===== src/hdl/ipv4_range_blocklist_core_macros.svh =====
// Assertion macros for the IPv4 range blocklist core.
// Expects clk and arst_n in the scope of use.
`ifndef IPV4_RANGE_BLOCKLIST_CORE_MACROS_SVH
`define IPV4_RANGE_BLOCKLIST_CORE_MACROS_SVH

// same-cycle implication
`define IPV4RB_ASSERT_NOW(label, ante, cons, msg) \
	label: assert property (@(posedge clk) disable iff (!arst_n) (ante) |-> (cons)) \
		else $error(msg);

// next-cycle implication
`define IPV4RB_ASSERT_NEXT(label, ante, cons, msg) \
	label: assert property (@(posedge clk) disable iff (!arst_n) (ante) |=> (cons)) \
		else $error(msg);

`endif


===== src/hdl/ipv4rb_pkg.sv =====
// Types and codes shared by the IPv4 range blocklist core.
// No dependencies.
`default_nettype none
package ipv4rb_pkg;

	typedef enum logic [1:0] {
		CMD_ADD    = 2'd0,
		CMD_LOOKUP = 2'd1,
		CMD_CLEAR  = 2'd2,
		CMD_NONE   = 2'd3
	} cmd_t;

	typedef enum logic [1:0] {
		ST_OK       = 2'd0,
		ST_REVERSED = 2'd1,
		ST_FULL     = 2'd2
	} status_t;

	typedef enum logic [2:0] {
		S_IDLE,
		S_LOOKUP,
		S_FIND,
		S_ABSORB,
		S_INSERT,
		S_DONE
	} state_t;

	typedef struct packed {
		logic [31:0] first;
		logic [31:0] last;
	} range_t;

	typedef struct packed {
		logic        shift_dn;
		logic        shift_up;
		range_t      w;
		logic [31:0] addr;
	} cell_ctrl_t;

	typedef struct packed {
		logic ovl;
		logic nb;
		logic ins;
		logic match;
	} cell_flags_t;

endpackage
`default_nettype wire


===== src/hdl/ipv4rb_cell.sv =====
// One table cell: holds a range, compares it, shifts to/from neighbours.
// Depends on ipv4rb_pkg.
`default_nettype none
module ipv4rb_cell
	import ipv4rb_pkg::*;
(
	input  wire logic        clk,
	input  wire cell_ctrl_t  ctrl,
	input  wire logic        valid,
	input  wire logic        prev_ins,
	input  wire range_t      prev_rng,
	input  wire range_t      next_rng,
	output range_t           rng,
	output cell_flags_t      flags
);
	range_t rng_q;

	assign rng = rng_q;

	always_comb begin
		flags.ovl   = valid && (rng_q.first <= ctrl.w.last) && (rng_q.last >= ctrl.w.first);
		flags.nb    = !valid || (rng_q.last >= ctrl.w.first);
		flags.ins   = !valid || (rng_q.first > ctrl.w.last);
		flags.match = valid && (rng_q.first <= ctrl.addr) && (ctrl.addr <= rng_q.last);
	end

	always_ff @(posedge clk) begin
		if (ctrl.shift_dn && flags.nb) begin
			rng_q <= next_rng;
		end else if (ctrl.shift_up && flags.ins) begin
			rng_q <= prev_ins ? prev_rng : ctrl.w;
		end
	end
endmodule
`default_nettype wire


===== config.mk =====
export PLATFORM = sky130hd
export DESIGN_NAME = ipv4rb_cell
export DESIGN_NICKNAME = d
export VERILOG_FILES = /design/src/hdl/ipv4_range_blocklist_core_macros.svh /design/src/hdl/ipv4rb_pkg.sv /design/src/hdl/ipv4rb_cell.sv
export SDC_FILE = /design/constraint.sdc
export NUM_CORES = 1
export LEC_CHECK = 0
export BUFFER_PORTS_ARGS = -buffer_cell sky130_fd_sc_hd__clkbuf_2
export CELL_PAD_IN_SITES_DETAIL_PLACEMENT = 2
export CELL_PAD_IN_SITES_GLOBAL_PLACEMENT = 2
export CORE_MARGIN = 3
export CORE_UTILIZATION = 30
export DETAILED_ROUTE_END_ITERATION = 16
export MAX_ROUTING_LAYER = met4
export PLACE_DENSITY_LB_ADDON = 0.1
export SETUP_SLACK_MARGIN = 0.05
export SLEW_MARGIN = 0
export SYNTH_ARGS = -nofsm -noshare
export SYNTH_HDL_FRONTEND = slang
export SYNTH_SLANG_ARGS = --single-unit

===== constraint.sdc =====
create_clock -name clk -period 5.6 [get_ports clk]
set_input_delay 1.12 -clock clk [delete_from_list [all_inputs] [get_ports clk]]
set_output_delay 1.12 -clock clk [all_outputs]
set_load 0.03 [all_outputs]

# After elaboration in Yosys (flattened, before gate mapping)
# Cells that the tools add are included.
[totals]
reg_bits = 64
input_bits = 229
out_inout_bits = 68
wordCells = 20
[op_classes]
order_cmp = 5
mux = 3
reduce_logical = 10
[ops]
columns = ["op", "count"]
rows = [
  ["64-bit 2-to-1 mux", 3],
  ["32-bit <= comparator", 3],
  ["32-bit greater-or-equal comparator", 1],
  ["32-bit greater-than comparator", 1],
  ["1-bit logical AND", 6],
  ["1-bit logical OR", 2],
  ["2-bit nonzero test", 1],
  ["1-bit logical NOT", 1],
]

# Logic depth before layout (Yosys ltp)
[depth]
depth_word = 5
mapped_depth = 10
mapped_depth_nobuf = 8

# Least setup slack after synthesis
# OpenSTA, ideal clock, no wires.
[synth_path]
path_kind = "input to output"
start = "input ctrl[25] in the netlist's numbering"
end = "output flags[0] in the netlist's numbering"
arrival_time_ns = 3.319
t_required_ns = 4.480
path_slack_ns = 1.161
cell_stages = 8
path_buffers = 0
path_cell_list = "inv_1 -> ha_1 -> a21o_1 -> a221o_1 -> a221oi_1 -> o21ai_0 -> o31a_1 -> nor4_1"
[synth_rtl]
columns = ["element", "line", "rtl"]
rows = [
  ["start, declared", "ipv4rb_cell.sv:8", "input wire cell_ctrl_t ctrl,"],
  ["end, declared", "ipv4rb_cell.sv:14", "output cell_flags_t flags"],
]

==> out/metrics.yaml <==
run_status:
  status: "completed"
timing:
  hold_viol_final: 0
  worstMarginPinSlew_ns: 0.792
  finClkSkew_ns: 0.0140
  min_period_over_period: 0.866
  fmax_mhz: 206
  rsz0062_at_grt: "no"
  slew_viol_final: 0
  slew_headroom: 0.467
  fin_crit_ns: 4.85
  tns_ns: 0
  setup_viol: 0
yosys:
  ys.flop_type: "edfxtp_1"
  synthesis.area_um2: 6770
  syn-instance-count: 733
  avgSynthCellArea_um2: 9.23
  syn_nets: 1090
  yosysUniqueCellTypes: 38
  synth_warnings: 0
  async_flop_share: 0
  synth_seq_cells: 64
  seq_area_frac_synth: 0.284
  synth-edff-count: 64
grt:
  grt_pass1_wl_mm: 39.3
  grt_max_degree: 83
  grt_pass1_vias: 7319
  antenna_found_initial: 1
  grt.total_usage: 0.215
  gr-total-overflow: 0
floorplanning:
  die-width_um: 156
  start_util: 0.307
  die-area_um2: 24400
  core_area_um2: 22000
  ios: 297
  die_h_um: 156
  num_rows: 54
power_and_ir_drop:
  leakagePower_nw: 4.86
  total_power_mw: 2.32
  power_density_nw_per_um2: 263
  ir_drop_mv: 0.127
clock_network:
  htree_levels: 3
  cts_tree: "yes"
  cts_setup_buffers: 0
  holdBufCountCts: 0
  cts_buffers: 9
  worstSkewPairLatency_ns: 0.34
  path_clk_slew_ns: 0.07
  clockRootBuffer: "clkbuf_16"
  post_cts_resized: 0
  cts_sinks: 64
  cts_buffer_depth: 2
min_path:
  holdCritStartpoint: "next_rng[32]"
  min_to: "rng[32]$_DFFE_PP_"
  hold_path_depth: 2
  hold_class: "in2reg"
layout:
  drive_gt1_frac: 0.370
  area_delta_synth_final_pct: 30.6
  fill_cells: 2589
  layout_common_cells: "clkbuf_2 (295), inv_1 (132), ha_1 (128), nand2_1 (91), o21ai_0 (78)"
  largest_reg_flops: 64
  fin_nets: 1379
  layout_commonest_cell: "clkbuf_2"
route:
  routed_via_density: 4.95
  wirelength_mm: 25.7
  vias: 6473
  wl_per_cell_um: 19.6
  drc: 0
  drtIter0Drc: 161
  dr.pass1.iters: 6
  final_antenna_net_count: 0
worst_setup_path:
  required_ns: 4.48
  end_kind: "primary output"
  crit_path_start: "ctrl[46]"
  r2r-start: "rng[14]$_DFFE_PP_"
  r2r-end: "rng[25]$_DFFE_PP_"
  path_class: "in2out"
  start_kind: "input port"
  r2r_cells: 8
  r2r_slack_ns: 1.73
  arrival_ns: 3.73
  worst-path-max-fanout: 3
place:
  io_buffers: 296
  dp_hpwl_mm: 21.8
  gp_congestion: 0.784
run:
  max_cap_violations: 0
how the worst max path moves through the flow:
| stage | end | slack [ns] | cells past startpoint |
|---|---|---|---|
| 2_1_floorplan | flags[0] | 1.16 | 8 |
| 3_3_place_gp | flags[1] | 0.75 | 9 |
| 3_5_place_dp | flags[3] | 0.69 | 10 |
| 4_1_cts | flags[3] | 0.69 | 10 |
| 5_1_grt | flags[1] | 0.56 | 9 |
| 6_report | flags[1] | 0.75 | 9 |
per-stage QoR:
| stage | setup slack (ns) | hold slack (ns) | instance area [µm²] | util | cells |
|---|---|---|---|---|---|
| detailed placement | 0.688 | 1.43 | 8540 | 0.388 | 1291 |
| finish | 0.752 | 1.07 | 8840 | 0.401 | 1308 |
| CTS | 0.687 | 1.05 | 8830 | 0.401 | 1307 |
| global route | 0.563 | 1.06 | 8840 | 0.401 | 1308 |
| floorplan | 1.16 | 1.34 | 6770 | - | 733 |
| global placement | 0.747 | 1.42 | 8540 | 0.388 | 1291 |
layer usage:
layer  vias up  global-route usage  wire length, µm
met5         -                   -                0
met4         0              0.0525              465
met3        24              0.0463             1350
met2       174               0.377            13000
met1      3093               0.251            10900
li1       3182                   -                -
critical path, stage by stage:
cell and delay [ns]:
clkbuf_2 0.07, inv_1 0.05, ha_1 0.31, nand4_1 0.17
nor4_1 0.70, a21boi_0 0.47, o31ai_1 0.11, a31oi_1 0.38
clkbuf_2 0.33
cell type report:
class,count,area (µm²),share of cell area
antenna,1,2.50,0.000283
clock buffer,11,233,0.0263
clock inverter,5,57.6,0.00651
inverter,132,495,0.0561
multi-input combinational,516,4240,0.480
sequential,64,1920,0.218
tap,280,350,0.0396
timing repair buffer,299,1530,0.173
logic make-up (layout without fill, tap and decap cells):
kind of cell	count (synthesis)	count (layout)	synth area share
muxes	66	66	0.137
adders and majority gates	128	128	0.237
AOI/OAI and AO/OA	169	169	0.145
buffers and inverters	153	447	0.0917
other	0	1	0
DFF	64	64	0.284
and+or+nand+nor	153	153	0.106
report_power, final:
part / internal [mW] / switching [mW] / total, mW
clock: 0.345 / 0.232 / 0.577
combinational: 0.408 / 0.602 / 1.01
sequential: 0.644 / 0.0904 / 0.735
total: 1.40 / 0.925 / 2.32
cells in the mapped netlist (all sizes together), types with 7 or more instances:
library cell	n	area, µm²
inv	132	495
ha	128	1600
nand2	91	342
o21ai	78	390
mux2	66	927
edfxtp	64	1920
a21oi	44	220
a21o	17	128
nand4	17	106
clkbuf	14	52.6
nand3	10	50.1
and4	9	78.8
nor2	9	33.8
buf	7	72.6
Note: power is estimated with default switching activity, not from simulation.
